==> src/design/efhp_pkg.sv <==
// ----------------------------------------------------------------------------
// efhp_pkg
// Shared types, constants and the crc-32 byte step for the frame header parser
// ----------------------------------------------------------------------------
package efhp_pkg;

	localparam int HEADER_BYTES = 14;
	localparam int FCS_BYTES    = 4;
	localparam int COUNT_SAT    = HEADER_BYTES + FCS_BYTES;
	localparam int COUNT_W      = $clog2(COUNT_SAT + 1);
	localparam int MAC_BYTES    = 6;

	localparam logic [15:0] ETHERTYPE_MIN = 16'd1536;
	localparam logic [15:0] ETH_IPV4      = 16'h0800;
	localparam logic [15:0] ETH_IPV6      = 16'h86DD;

	localparam logic [31:0] CRC_POLY = 32'hEDB88320;
	localparam logic [31:0] CRC_INIT = 32'hFFFFFFFF;

	localparam logic KIND_PAYLOAD = 1'b0;
	localparam logic KIND_SUMMARY = 1'b1;

	localparam int QUEUE_DEPTH = 4;
	localparam int QPTR_W      = $clog2(QUEUE_DEPTH);

	localparam int TDATA_BITS = 192;

	typedef enum logic [1:0] {
		CLS_IPV4  = 2'd0,
		CLS_IPV6  = 2'd1,
		CLS_OTHER = 2'd2
	} efhp_class_t;

	typedef enum logic [1:0] {
		ST_OK     = 2'd0,
		ST_SHORT  = 2'd1,
		ST_NO_FCS = 2'd2
	} efhp_status_t;

	typedef struct packed {
		efhp_status_t status;
		logic [31:0]  computed_crc;
		logic [31:0]  received_crc;
		efhp_class_t  protocol_class;
		logic         is_ethertype;
		logic [15:0]  type_or_length;
		logic [47:0]  source_mac;
		logic [47:0]  dest_mac;
	} efhp_sum_t;

	typedef struct packed {
		logic      has_pay;
		logic [7:0] pay;
		logic      has_sum;
		efhp_sum_t sum;
	} efhp_entry_t;

	// tdata layout, lowest bits last in the declaration
	typedef struct packed {
		logic [2:0] pad;
		efhp_sum_t  sum;
		logic [7:0] payload_byte;
	} efhp_result_t;

	function automatic logic [31:0] crc_fold(input logic [31:0] crc, input logic [7:0] b);
		logic [31:0] c;
		c = crc ^ {24'd0, b};
		for (int i = 0; i < 8; i++) begin
			c = c[0] ? ((c >> 1) ^ CRC_POLY) : (c >> 1);
		end
		return c;
	endfunction

endpackage

==> src/design/efhp_front.sv <==
// ----------------------------------------------------------------------------
// efhp_front
// Header capture, fcs delay line, crc and per-byte classification into entries
// ----------------------------------------------------------------------------
module efhp_front (
	input  logic                 clk,
	input  logic                 arst_n,
	input  logic                 cfg_valid,
	input  logic                 cfg_data,
	input  logic                 in_valid,
	input  logic [7:0]           in_byte,
	input  logic                 in_last,
	input  logic                 q_full,
	output logic                 in_ready,
	output logic                 push,
	output efhp_pkg::efhp_entry_t push_data
);
	import efhp_pkg::*;

	logic               fcs_q;
	logic [COUNT_W-1:0] count_q;
	logic [47:0]        dest_q;
	logic [47:0]        source_q;
	logic [15:0]        type_q;
	logic [31:0]        crc_q;
	logic [7:0]         trail_q [FCS_BYTES];

	logic               accept;
	logic [7:0]         leaving;
	logic [47:0]        dest_n;
	logic [47:0]        source_n;
	logic [15:0]        type_n;
	logic [31:0]        crc_n;
	efhp_status_t       status;
	efhp_entry_t        entry;

	assign in_ready = !q_full;
	assign accept   = in_valid && in_ready;
	assign leaving  = trail_q[0];

	always_comb begin
		dest_n   = dest_q;
		source_n = source_q;
		type_n   = type_q;
		if (count_q < COUNT_W'(MAC_BYTES)) begin
			dest_n = {dest_q[39:0], in_byte};
		end else if (count_q < COUNT_W'(2 * MAC_BYTES)) begin
			source_n = {source_q[39:0], in_byte};
		end else if (count_q < COUNT_W'(HEADER_BYTES)) begin
			type_n = {type_q[7:0], in_byte};
		end
		crc_n = (count_q >= COUNT_W'(FCS_BYTES)) ? crc_fold(crc_q, leaving) : crc_q;

		if (count_q < COUNT_W'(HEADER_BYTES - 1)) begin
			status = ST_SHORT;
		end else if (fcs_q && count_q < COUNT_W'(COUNT_SAT - 1)) begin
			status = ST_NO_FCS;
		end else begin
			status = ST_OK;
		end

		entry = '0;
		if (fcs_q) begin
			entry.has_pay = count_q >= COUNT_W'(COUNT_SAT);
			entry.pay     = leaving;
		end else begin
			entry.has_pay = count_q >= COUNT_W'(HEADER_BYTES);
			entry.pay     = in_byte;
		end
		if (!entry.has_pay) begin
			entry.pay = 8'd0;
		end
		entry.has_sum            = in_last;
		entry.sum.status         = status;
		entry.sum.computed_crc   = crc_n ^ CRC_INIT;
		entry.sum.protocol_class = CLS_OTHER;
		if (status != ST_SHORT) begin
			entry.sum.dest_mac       = dest_n;
			entry.sum.source_mac     = source_n;
			entry.sum.type_or_length = type_n;
			entry.sum.is_ethertype   = type_n >= ETHERTYPE_MIN;
			if (type_n == ETH_IPV4) begin
				entry.sum.protocol_class = CLS_IPV4;
			end else if (type_n == ETH_IPV6) begin
				entry.sum.protocol_class = CLS_IPV6;
			end
		end
		if (status == ST_OK && fcs_q) begin
			entry.sum.received_crc = {trail_q[1], trail_q[2], trail_q[3], in_byte};
		end
	end

	assign push      = accept && (entry.has_pay || entry.has_sum);
	assign push_data = entry;

	always_ff @(posedge clk or negedge arst_n) begin
		if (!arst_n) begin
			fcs_q <= 1'b1;
		end else if (cfg_valid) begin
			fcs_q <= cfg_data;
		end
	end

	always_ff @(posedge clk or negedge arst_n) begin
		if (!arst_n) begin
			count_q  <= '0;
			dest_q   <= '0;
			source_q <= '0;
			type_q   <= '0;
			crc_q    <= CRC_INIT;
			for (int i = 0; i < FCS_BYTES; i++) begin
				trail_q[i] <= '0;
			end
		end else if (accept) begin
			if (in_last) begin
				count_q  <= '0;
				dest_q   <= '0;
				source_q <= '0;
				type_q   <= '0;
				crc_q    <= CRC_INIT;
				for (int i = 0; i < FCS_BYTES; i++) begin
					trail_q[i] <= '0;
				end
			end else begin
				if (count_q < COUNT_W'(COUNT_SAT)) begin
					count_q <= count_q + COUNT_W'(1);
				end
				dest_q   <= dest_n;
				source_q <= source_n;
				type_q   <= type_n;
				crc_q    <= crc_n;
				for (int i = 0; i < FCS_BYTES - 1; i++) begin
					trail_q[i] <= trail_q[i + 1];
				end
				trail_q[FCS_BYTES - 1] <= in_byte;
			end
		end
	end

endmodule

==> src/design/efhp_queue.sv <==
// ----------------------------------------------------------------------------
// efhp_queue
// Short first-in first-out queue of entries between front and back
// ----------------------------------------------------------------------------
module efhp_queue (
	input  logic                  clk,
	input  logic                  arst_n,
	input  logic                  push,
	input  efhp_pkg::efhp_entry_t push_data,
	input  logic                  pop,
	output efhp_pkg::efhp_entry_t pop_data,
	output logic                  full,
	output logic                  empty
);
	import efhp_pkg::*;

	efhp_entry_t         mem_q [QUEUE_DEPTH];
	logic [QPTR_W-1:0]   wr_ptr_q;
	logic [QPTR_W-1:0]   rd_ptr_q;
	logic [QPTR_W:0]     count_q;

	assign full     = count_q == (QPTR_W + 1)'(QUEUE_DEPTH);
	assign empty    = count_q == '0;
	assign pop_data = mem_q[rd_ptr_q];

	always_ff @(posedge clk) begin
		if (push) begin
			mem_q[wr_ptr_q] <= push_data;
		end
	end

	always_ff @(posedge clk or negedge arst_n) begin
		if (!arst_n) begin
			wr_ptr_q <= '0;
			rd_ptr_q <= '0;
			count_q  <= '0;
		end else begin
			if (push) begin
				wr_ptr_q <= wr_ptr_q + QPTR_W'(1);
			end
			if (pop) begin
				rd_ptr_q <= rd_ptr_q + QPTR_W'(1);
			end
			if (push && !pop) begin
				count_q <= count_q + (QPTR_W + 1)'(1);
			end else if (pop && !push) begin
				count_q <= count_q - (QPTR_W + 1)'(1);
			end
		end
	end

endmodule

==> src/design/efhp_back.sv <==
// ----------------------------------------------------------------------------
// efhp_back
// Splits each entry into payload and summary results on a registered output
// ----------------------------------------------------------------------------
module efhp_back (
	input  logic                              clk,
	input  logic                              arst_n,
	input  efhp_pkg::efhp_entry_t             head,
	input  logic                              empty,
	output logic                              pop,
	output logic                              out_valid,
	input  logic                              out_ready,
	output logic [efhp_pkg::TDATA_BITS-1:0]   out_data,
	output logic                              out_kind,
	output logic                              out_last
);
	import efhp_pkg::*;

	logic         phase_q;
	logic         tvalid_q;
	logic         tuser_q;
	logic         tlast_q;
	efhp_result_t tdata_q;

	logic         load;
	logic         emit_pay;
	efhp_result_t res;

	assign load     = !tvalid_q || out_ready;
	assign emit_pay = head.has_pay && !phase_q;
	assign pop      = load && !empty && !(emit_pay && head.has_sum);

	always_comb begin
		res = '0;
		if (emit_pay) begin
			res.payload_byte = head.pay;
		end else begin
			res.sum = head.sum;
		end
	end

	always_ff @(posedge clk) begin
		if (load && !empty) begin
			tdata_q <= res;
			tuser_q <= emit_pay ? KIND_PAYLOAD : KIND_SUMMARY;
			tlast_q <= !(emit_pay && head.has_sum);
		end
	end

	always_ff @(posedge clk or negedge arst_n) begin
		if (!arst_n) begin
			tvalid_q <= 1'b0;
			phase_q  <= 1'b0;
		end else if (load) begin
			tvalid_q <= !empty;
			if (!empty) begin
				phase_q <= emit_pay && head.has_sum;
			end
		end
	end

	assign out_valid = tvalid_q;
	assign out_data  = tdata_q;
	assign out_kind  = tuser_q;
	assign out_last  = tlast_q;

endmodule

==> src/design/ethernet_frame_header_parser.sv <==
// ----------------------------------------------------------------------------
// ethernet_frame_header_parser
// Ethernet II header parser with fcs strip and crc-32 check value
// ----------------------------------------------------------------------------
// Takes one frame byte per cycle, back to back, with tlast on the final byte.
// Each byte is classified and its header, delay-line and crc state updated in
// the cycle it is taken; its results reach the master side through a
// four-entry queue and an output register. A frame end yields a payload byte
// (when one is due) and a summary as separate results; the slave side stalls
// only when the queue fills behind a stalled master side.
// The one-bit fcs_present register is written through cfg_valid/cfg_data,
// always ready, and should only change between frames.
module ethernet_frame_header_parser (
	input  logic                            clk,
	input  logic                            arst_n,
	input  logic                            cfg_valid,
	output logic                            cfg_ready,
	input  logic                            cfg_data,   // fcs_present
	input  logic                            s_tvalid,
	output logic                            s_tready,
	input  logic [7:0]                      s_tdata,    // data_byte
	input  logic                            s_tlast,    // last_byte
	output logic                            m_tvalid,
	input  logic                            m_tready,
	// payload_byte, dest_mac, source_mac, type_or_length, is_ethertype,
	// protocol_class, received_crc, computed_crc, frame_status, zero pad
	output logic [efhp_pkg::TDATA_BITS-1:0] m_tdata,
	output logic                            m_tuser,    // kind_out
	output logic                            m_tlast     // end_of_run
);
	import efhp_pkg::*;

	logic        push;
	logic        pop;
	logic        q_full;
	logic        q_empty;
	efhp_entry_t push_data;
	efhp_entry_t head;

	assign cfg_ready = 1'b1;

	efhp_front u_front (
		.clk       (clk),
		.arst_n    (arst_n),
		.cfg_valid (cfg_valid),
		.cfg_data  (cfg_data),
		.in_valid  (s_tvalid),
		.in_byte   (s_tdata),
		.in_last   (s_tlast),
		.q_full    (q_full),
		.in_ready  (s_tready),
		.push      (push),
		.push_data (push_data)
	);

	efhp_queue u_queue (
		.clk       (clk),
		.arst_n    (arst_n),
		.push      (push),
		.push_data (push_data),
		.pop       (pop),
		.pop_data  (head),
		.full      (q_full),
		.empty     (q_empty)
	);

	efhp_back u_back (
		.clk       (clk),
		.arst_n    (arst_n),
		.head      (head),
		.empty     (q_empty),
		.pop       (pop),
		.out_valid (m_tvalid),
		.out_ready (m_tready),
		.out_data  (m_tdata),
		.out_kind  (m_tuser),
		.out_last  (m_tlast)
	);

endmodule

==> config.mk <==
export PLATFORM = sky130hd
export DESIGN_NAME = ethernet_frame_header_parser
export DESIGN_NICKNAME = d
export VERILOG_FILES = /design/src/design/efhp_pkg.sv /design/src/design/efhp_front.sv /design/src/design/efhp_queue.sv /design/src/design/efhp_back.sv /design/src/design/ethernet_frame_header_parser.sv
export SDC_FILE = /design/constraint.sdc
export NUM_CORES = 1
export LEC_CHECK = 0
export ABC_CLOCK_PERIOD_IN_PS = 11350
export BUFFER_PORTS_ARGS = -buffer_cell sky130_fd_sc_hd__buf_2
export CORE_UTILIZATION = 38
export DETAILED_ROUTE_END_ITERATION = 6
export PLACE_DENSITY = 0.68
export SLEW_MARGIN = 40
export SYNTH_ARGS = -nofsm -noshare
export SYNTH_HDL_FRONTEND = slang
export SYNTH_SLANG_ARGS = --single-unit
export TNS_END_PERCENT = 10
==> constraint.sdc <==
create_clock -name clk -period 11.35 [get_ports clk]
set_input_delay 0.5675 -clock clk [delete_from_list [all_inputs] [get_ports clk]]
set_output_delay 0.5675 -clock clk [all_outputs]
set_load 0.02 [all_outputs]
==> impl_metrics.py, run 1 <==
metrics = {
    "synthesis": {
        "syn_inst": 2597,
        "yosysSeqAreaShare_pct": 74.3,
        "ys_ff_latch": 1146,
        "syn_area_um2": 45100,
        "ys_top_cells_by_area": "edfxtp_1 64%, mux4_2 9.5%, dfrtp_1 8.8%",
        "synth_edf_count": 955,
        "syn_area_per_cell_um2": 17.4,
        "synth_cell_type_count": 59,
        "synth_ff_type": "edfxtp_1",
        "synth_top_area_share_pct": 63.6,
        "yosysWarnings": 0,
        "post-synth-top-area-cell": "edfxtp_1",
        "async_flop_share_pct": 16.7,
    },
    "route": {
        "viasPerCell": 5.25,
        "antenna_left": 0,
        "num_vias": 23300,
        "drc_errors": 0,
        "wl_per_cell_um": 22.9,
        "dr.pass1.iters": 7,
        "drt_wl_total_mm": 101,
        "drt_iter0_markers": 2479,
    },
    "sta": {
        "period_share_pct": 36.0,
        "fmax_ghz": 0.245,
        "rsz0062_at_grt": "no",
        "max-slew-margin-rel_pct": 44.0,
        "fin_skew_ns": 0.0345,
        "fin_crit_ns": 4.09,
        "worst_slew_pin_slew_ns": 0.840,
        "slew_viol_final": 0,
        "tns_ns": 0,
        "hold_viol": 0,
        "setup_viol": 0,
    },
    "placed_design": {
        "place_hpwl_mm": 60.1,
        "io_buffer_count": 207,
        "finalWeightedCongestion": 0.805,
    },
    "min_path": {
        "whs_path_depth": 2,
        "min-delay-start": "m_tready",
        "worstHoldPathType": "input port to flip-flop",
        "holdPathEnd": "u_back.out_valid$_DFFE_PN0N_",
    },
    "outcome": {
        "outcome": "completed",
    },
    "clock_tree": {
        "h-tree-depth": 3,
        "post_cts_resized": 0,
        "path_clk_slew_ns": 0.06,
        "clock_path_buffers": 3,
        "cts_buffers": 110,
        "cts_tree": "done",
        "numClockSinks": 1146,
        "clock_latency_ns": 0.70,
        "ctsRootBufferMaster": "clkbuf_16",
    },
    "critical_path": {
        "crit_chain": "o41ai_1 > a21o_1 > a21oi_1 > and2_4 > buf_4 > buf_6",
        "reg2reg_slack_ns": 7.26,
        "slowest_stage": "buf_4",
        "cp_top_family": "buffers and inverters",
        "cp_max_fo": 64,
        "cp.required_ns": 11.66,
        "critical_path.max_stage_delay_ns": 0.69,
        "crit_type": "flip-flop to flip-flop",
        "critPathCaptureType": "flip-flop",
        "rr_endpoint": "u_queue.mem_q[3][25]$_DFFE_PP_",
        "arrival_ns": 4.40,
        "critPathBufInv": 2,
        "worst_r2r_startpoint": "u_front.count_q[4]$_DFFE_PN0P_",
        "r2r_cells": 6,
        "critPathLaunchType": "flip-flop",
    },
    "cells_and_area": {
        "utilization_pct": 43.8,
        "area_delta_synth_final_pct": 14.6,
        "drive_above_1_share_pct": 23.5,
        "fillers": 10200,
        "finalNetCount": 2820,
        "diodes": 0,
    },
    "global_routing": {
        "antenna_found_initial": 13,
        "grt_start_max_net_pins": 129,
        "grt_pass1_wl_mm": 152,
        "track_usage_pct": 16.7,
        "grt_pass1_vias": 23300,
        "grt_overflow": 0,
    },
    "pwr": {
        "powerDensity_nw_per_um2": 256,
        "vdd_drop_max_mv": 0.143,
        "power_leakage_nw": 18.0,
    },
    "floorplan": {
        "core.rowCount": 126,
        "die_h_um": 347,
        "dieArea_um2": 120000,
        "fp.dieW_um": 347,
        "pin_count": 212,
        "core_region_area_um2": 118000,
        "start_util_pct": 38.3,
    },
    "run": {
        "cap_violations": 0,
    },
}
==> worst register-to-register path: stages (launching register included) <==
cell and delay [ns]:
dfrtp_1 0.65, o41ai_1 0.16, a21o_1 0.32, a21oi_1 0.59, and2_4 0.52, buf_4 0.71
buf_6 0.68
==> kinds of logic after synthesis <==
kind of cell / Yosys count / share of synthesized area, %
buffers and inverters: 173 / 1.59
other: 2 / 0.0166
xor gates and xnor gates: 71 / 2.27
muxes: 219 / 10.2
and+or+nand+nor: 644 / 6.82
adders and majority gates: 8 / 0.239
DFF: 1146 / 74.3
AOI/OAI and AO/OA: 334 / 4.63
==> where the power goes <==
part	switching (mW)	leakage (nW)	internal [mW]
Sequential	0.434	11.7	5.54
Clock	1.57	1.78	2.08
Combinational	2.12	4.55	1.46
==> Yosys cell counts, types with 6 or more instances <==
library cell / instances
a21oi_1: 149
a22o_1: 88
and2_1: 47
buf_1: 9
buf_2: 39
clkbuf_1: 110
dfrtp_1: 158
dfstp_2: 33
edfxtp_1: 955
ha_1: 7
inv_1: 9
mux2i_1: 24
mux4_2: 191
nand2_1: 328
nor2_1: 53
nor2b_1: 183
nor3_1: 12
o21ai_0: 66
o2bb2ai_1: 8
xnor2_1: 32
xnor2_2: 6
xnor2_4: 8
xnor3_1: 7
xor2_1: 10
xor3_1: 6
==> routing by layer <==
metal  GRT usage (%)  part of all wire, %  routed length [um]
met1            24.1                   45               45100
met2            26.1                   47               48000
met4            4.05                  1.8                1850
met3            3.21                  6.2                6330
met5               0                0.026                  26
==> metrics by stage <==
step / total power [mW] / hold WS (ns) / instances / area (um^2) / setup slack [ns]
2_1_floorplan: 8.47 / 0.272 / 2599 / 45100 / 3.31
3_3_place_gp: 9.65 / 0.478 / 4214 / 47800 / 6.00
3_5_place_dp: 9.72 / 0.477 / 4219 / 48000 / 6.57
4_1_cts: 13.4 / 0.0415 / 4430 / 51700 / 7.02
5_1_grt: 13.8 / 0.0662 / 4431 / 51700 / 6.92
6_report: 13.2 / 0.0734 / 4431 / 51700 / 7.26
==> final cells by class <==
| type | count | area, um^2 | share of cell area, % |
|---|---|---|---|
| flip-flops and latches | 1146 | 33500 | 64.8 |
| clock buffers | 165 | 3170 | 6.14 |
| inverters | 10 | 38.8 | 0.0750 |
| clock inverters | 45 | 493 | 0.953 |
| multi-input cells | 1280 | 11000 | 21.3 |
| well taps | 1536 | 1920 | 3.72 |
| repair buffers | 249 | 1570 | 3.03 |
==> worst max-delay path by stage <==
stage / from / endpoint / slack (ns) / depth (start not counted)
2_1_floorplan: u_back.out_valid$_DFFE_PN0N_ / u_queue.count_q[1]$_DFFE_PN0P_ / 3.31 / 6
3_3_place_gp: s_tlast / u_queue.mem_q[3][21]$_DFFE_PP_ / 6.00 / 6
3_5_place_dp: s_tlast / u_queue.mem_q[0][82]$_DFFE_PP_ / 6.57 / 6
4_1_cts: u_front.count_q[4]$_DFFE_PN0P_ / u_queue.mem_q[0][82]$_DFFE_PP_ / 7.02 / 6
5_1_grt: u_front.count_q[4]$_DFFE_PN0P_ / u_queue.mem_q[2][27]$_DFFE_PP_ / 6.92 / 6
6_report: u_front.count_q[4]$_DFFE_PN0P_ / u_queue.mem_q[3][25]$_DFFE_PP_ / 7.26 / 6
==> registers in the layout (all words and copies together) (netlist names), 2 cells and up <==
signal and count:
u_back.out_data 189, u_front.count_q 5, u_front.crc_q 32, u_front.dest_q 48
u_front.leaving 8, u_front.source_q 48, u_front.trail_q 24, u_front.type_q 16
u_queue.count_q 3, u_queue.mem_q 764, u_queue.rd_ptr_q 2, u_queue.wr_ptr_q 2
==> timing repair <==
item                      in CTS  in global routing
hold endpoints to repair      32                  0
hold buffers                   1                  0
setup buffers                  0                  0
==> cells in the final DEF, fill, tap and decap left out, types with 4 or more instances in the layout <==
| cell | Yosys | layout |
|---|---|---|
| a22o_1 | 88 | 88 |
| a21oi_1 | 149 | 147 |
| o2bb2ai_1 | 8 | 8 |
| nor2b_1 | 183 | 181 |
| clkbuf_16 | 0 | 114 |
| nor2_1 | 53 | 52 |
| buf_12 | 0 | 5 |
| dfrtp_1 | 158 | 156 |
| and2_1 | 47 | 41 |
| mux2i_1 | 24 | 24 |
| o21ai_0 | 66 | 66 |
| clkinv_1 | 1 | 11 |
| bufinv_16 | 0 | 6 |
| xnor3_1 | 7 | 7 |
| ha_1 | 7 | 7 |
| clkbuf_1 | 110 | 38 |
| dfstp_2 | 33 | 33 |
| inv_1 | 9 | 9 |
| buf_16 | 0 | 5 |
| conb_1 | 2 | 4 |
| buf_4 | 5 | 20 |
| buf_6 | 0 | 11 |
| xnor2_2 | 6 | 6 |
| edfxtp_1 | 955 | 955 |
| xor3_1 | 6 | 6 |
| xor2_1 | 10 | 10 |
| clkinv_16 | 0 | 4 |
| nand2_1 | 328 | 326 |
| xnor2_4 | 8 | 8 |
| clkbuf_8 | 0 | 14 |
| mux4_2 | 191 | 191 |
| buf_2 | 39 | 206 |
| nor3_1 | 12 | 10 |
| nand3_1 | 4 | 4 |
| and2_4 | 0 | 4 |
| xnor2_1 | 32 | 32 |
| o21a_1 | 5 | 5 |
| clkinv_2 | 0 | 17 |
Power figures use the tool's default switching activity.
==> inputs of run 2 (changes only) <==
--- a/config.mk
+++ b/config.mk
@@ -5,11 +5,11 @@
 export SDC_FILE = /design/constraint.sdc
 export NUM_CORES = 1
 export LEC_CHECK = 0
-export ABC_CLOCK_PERIOD_IN_PS = 11350
+export ABC_CLOCK_PERIOD_IN_PS = 3800
 export BUFFER_PORTS_ARGS = -buffer_cell sky130_fd_sc_hd__buf_2
 export CORE_UTILIZATION = 38
 export DETAILED_ROUTE_END_ITERATION = 6
-export PLACE_DENSITY = 0.68
+export PLACE_DENSITY = 0.66
 export SLEW_MARGIN = 40
 export SYNTH_ARGS = -nofsm -noshare
 export SYNTH_HDL_FRONTEND = slang
==> constraint.sdc (replaced) <==
create_clock -name clk -period 3.8 [get_ports clk]
set_input_delay 0.19 -clock clk [delete_from_list [all_inputs] [get_ports clk]]
set_output_delay 0.19 -clock clk [all_outputs]
set_load 0.02 [all_outputs]
==> impl_metrics.py, run 2 (synthesis gave the netlist of run 1 again) <==
metrics = {
    "outcome": {
        "outcome": "completed",
    },
    "route": {
        "drc_errors": 0,
        "antenna_left": 0,
        "wl_per_cell_um": 21.9,
        "viasPerCell": 5.15,
        "num_vias": 23000,
        "dr.pass1.iters": 5,
        "drt_wl_total_mm": 97.8,
        "drt_iter0_markers": 2016,
    },
    "critical_path": {
        "cp_max_fo": 35,
        "cp.required_ns": 4.14,
        "worst_r2r_startpoint": "u_front.count_q[4]$_DFFE_PN0P_",
        "path_common_cell": "buf_4",
        "critPathCaptureType": "flip-flop",
        "reg2reg_slack_ns": 0.80,
        "critPathLaunchType": "flip-flop",
        "r2r_cells": 6,
        "slowest_stage": "dfrtp_1",
        "arrival_ns": 3.34,
        "crit_chain": "o41ai_1 > a21o_1 > a21oi_1 > buf_4 > and2_4 > buf_4",
        "critPathBufInv": 2,
        "crit_type": "flip-flop to flip-flop",
        "critical_path.max_stage_delay_ns": 0.65,
        "rr_endpoint": "u_queue.mem_q[3][68]$_DFFE_PP_",
        "cp_top_family": "buffers and inverters",
    },
    "placed_design": {
        "place_hpwl_mm": 59.3,
        "io_buffer_count": 207,
        "place_area_um2": 48200,
        "finalWeightedCongestion": 0.811,
        "post-place-ws_ns": 0.777,
    },
    "min_path": {
        "holdPathEnd": "u_queue.mem_q[2][1]$_DFFE_PP_",
        "whs_path_depth": 3,
        "min-delay-start": "s_tdata[1]",
        "worstHoldPathType": "input port to flip-flop",
    },
    "sta": {
        "slew_viol_final": 0,
        "max-slew-margin-rel_pct": 46.8,
        "setup_viol": 0,
        "tns_ns": 0,
        "fmax_ghz": 0.334,
        "hold-worst-slack_ns": 0.0737,
        "layout_setup_ws_ns": 0.804,
        "fin_skew_ns": 0.0322,
        "fin_crit_ns": 3.00,
        "period_share_pct": 78.9,
        "hold_viol": 0,
        "worst_slew_pin_slew_ns": 0.797,
        "rsz0062_at_grt": "no",
    },
    "clock_tree": {
        "postCtsSetupBuffers": 0,
        "clock_path_buffers": 3,
        "cts_buffers": 114,
        "cts_tree": "done",
        "h-tree-depth": 3,
        "ctsRootBufferMaster": "clkbuf_16",
        "clock_latency_ns": 0.71,
        "numClockSinks": 1146,
        "path_clk_slew_ns": 0.06,
    },
    "cells_and_area": {
        "final_area_um2": 52100,
        "top_register": "u_queue.mem_q",
        "area.sequential_um2": 33500,
        "area_delta_synth_final_pct": 15.6,
        "mostFrequentLayoutCells": "955 x edfxtp_1, 326 x nand2_1, 206 x buf_2",
        "multi_input_area_um2": 11000,
        "drive_above_1_share_pct": 24.4,
        "fillers": 10100,
        "largest_reg_flops": 764,
        "finalNetCount": 2845,
        "final_common_cell": "edfxtp_1",
    },
    "floorplan": {
        "core_region_area_um2": 118000,
        "fp.dieW_um": 347,
        "start_util_pct": 38.3,
        "core.rowCount": 126,
        "pin_count": 212,
        "die_h_um": 347,
        "dieArea_um2": 120000,
    },
    "pwr": {
        "powerDensity_nw_per_um2": 762,
        "vdd_drop_max_mv": 0.744,
        "p_total_mw": 39.7,
        "power_leakage_nw": 18.2,
    },
    "global_routing": {
        "grt_overflow": 0,
        "track_usage_pct": 16.3,
        "grt_start_max_net_pins": 115,
        "grt_pass1_vias": 23100,
        "grt_pass1_wl_mm": 148,
        "antenna_found_initial": 7,
    },
    "run": {
        "cap_violations": 0,
    },
}
run 2: cell types whose count changed in the layout (fill, tap and decap cells not counted), sizes merged:
cell         previous run  this run
clkbuf                166       139
buf                   247       264
clkinv                 35        48
bufinv                  6        13
inv                    11        18
clkinvlp                3         8
dlygate4sd3             1         6
diode                   0         1
run 2: how the worst max path moves through the flow:
stage	startpoint	endpoint	cells after the start
finish	u_front.count_q[4]$_DFFE_PN0P_	u_queue.mem_q[3][68]$_DFFE_PP_	6
global route	u_front.count_q[4]$_DFFE_PN0P_	u_queue.mem_q[3][68]$_DFFE_PP_	6
CTS	u_front.count_q[4]$_DFFE_PN0P_	u_queue.mem_q[3][68]$_DFFE_PP_	6
detailed placement	u_front.count_q[4]$_DFFE_PN0P_	u_queue.mem_q[3][68]$_DFFE_PP_	6
global placement	u_front.count_q[4]$_DFFE_PN0P_	u_queue.mem_q[3][74]$_DFFE_PP_	6
floorplan	u_back.out_valid$_DFFE_PN0N_	u_queue.count_q[1]$_DFFE_PN0P_	6
run 2: metal layers:
metal / up-vias / GRT usage, % / routed length [um]
li1: 10300 / - / -
met1: 11800 / 23.8 / 44300
met2: 672 / 24.8 / 45600
met3: 117 / 2.92 / 5680
met4: 2 / 4.96 / 2170
met5: - / 0 / 8
run 2: where the power goes:
part	total (mW)	internal [mW]	switching, mW
clock	11.4	6.57	4.84
combinational	10.9	4.42	6.47
sequential	17.4	16.5	0.916
run 2: cell type report:
type                            count  area share [%]
Multi-Input combinational cell   1280            21.1
Antenna cell                        1         0.00480
Tap cell                         1536            3.69
Inverter                           10          0.0720
Clock inverter                     77            1.59
Clock buffer                      139            5.77
Timing Repair Buffer              270            3.48
Sequential cell                  1146            64.3
run 2: through the flow:
stage / std cells / util [%]
after floorplan: 2599 / -
after global placement: 4232 / 40.8
after detailed placement: 4233 / 40.8
after CTS: 4454 / 44.1
after global routing: 4459 / 44.2
final: 4459 / 44.2
run 2: worst register-to-register path, cell delays in order (launching register included):
cell and delay, ns:
dfrtp_1 0.65, o41ai_1 0.15, a21o_1 0.32, a21oi_1 0.20, buf_4 0.18, and2_4 0.57
buf_4 0.53
run 2: timing repair:
| action | CTS | global route |
|---|---|---|
| resized for setup | 0 | 0 |
| hold buffers | 5 | 1 |
| hold endpoints to repair | 80 | 9 |
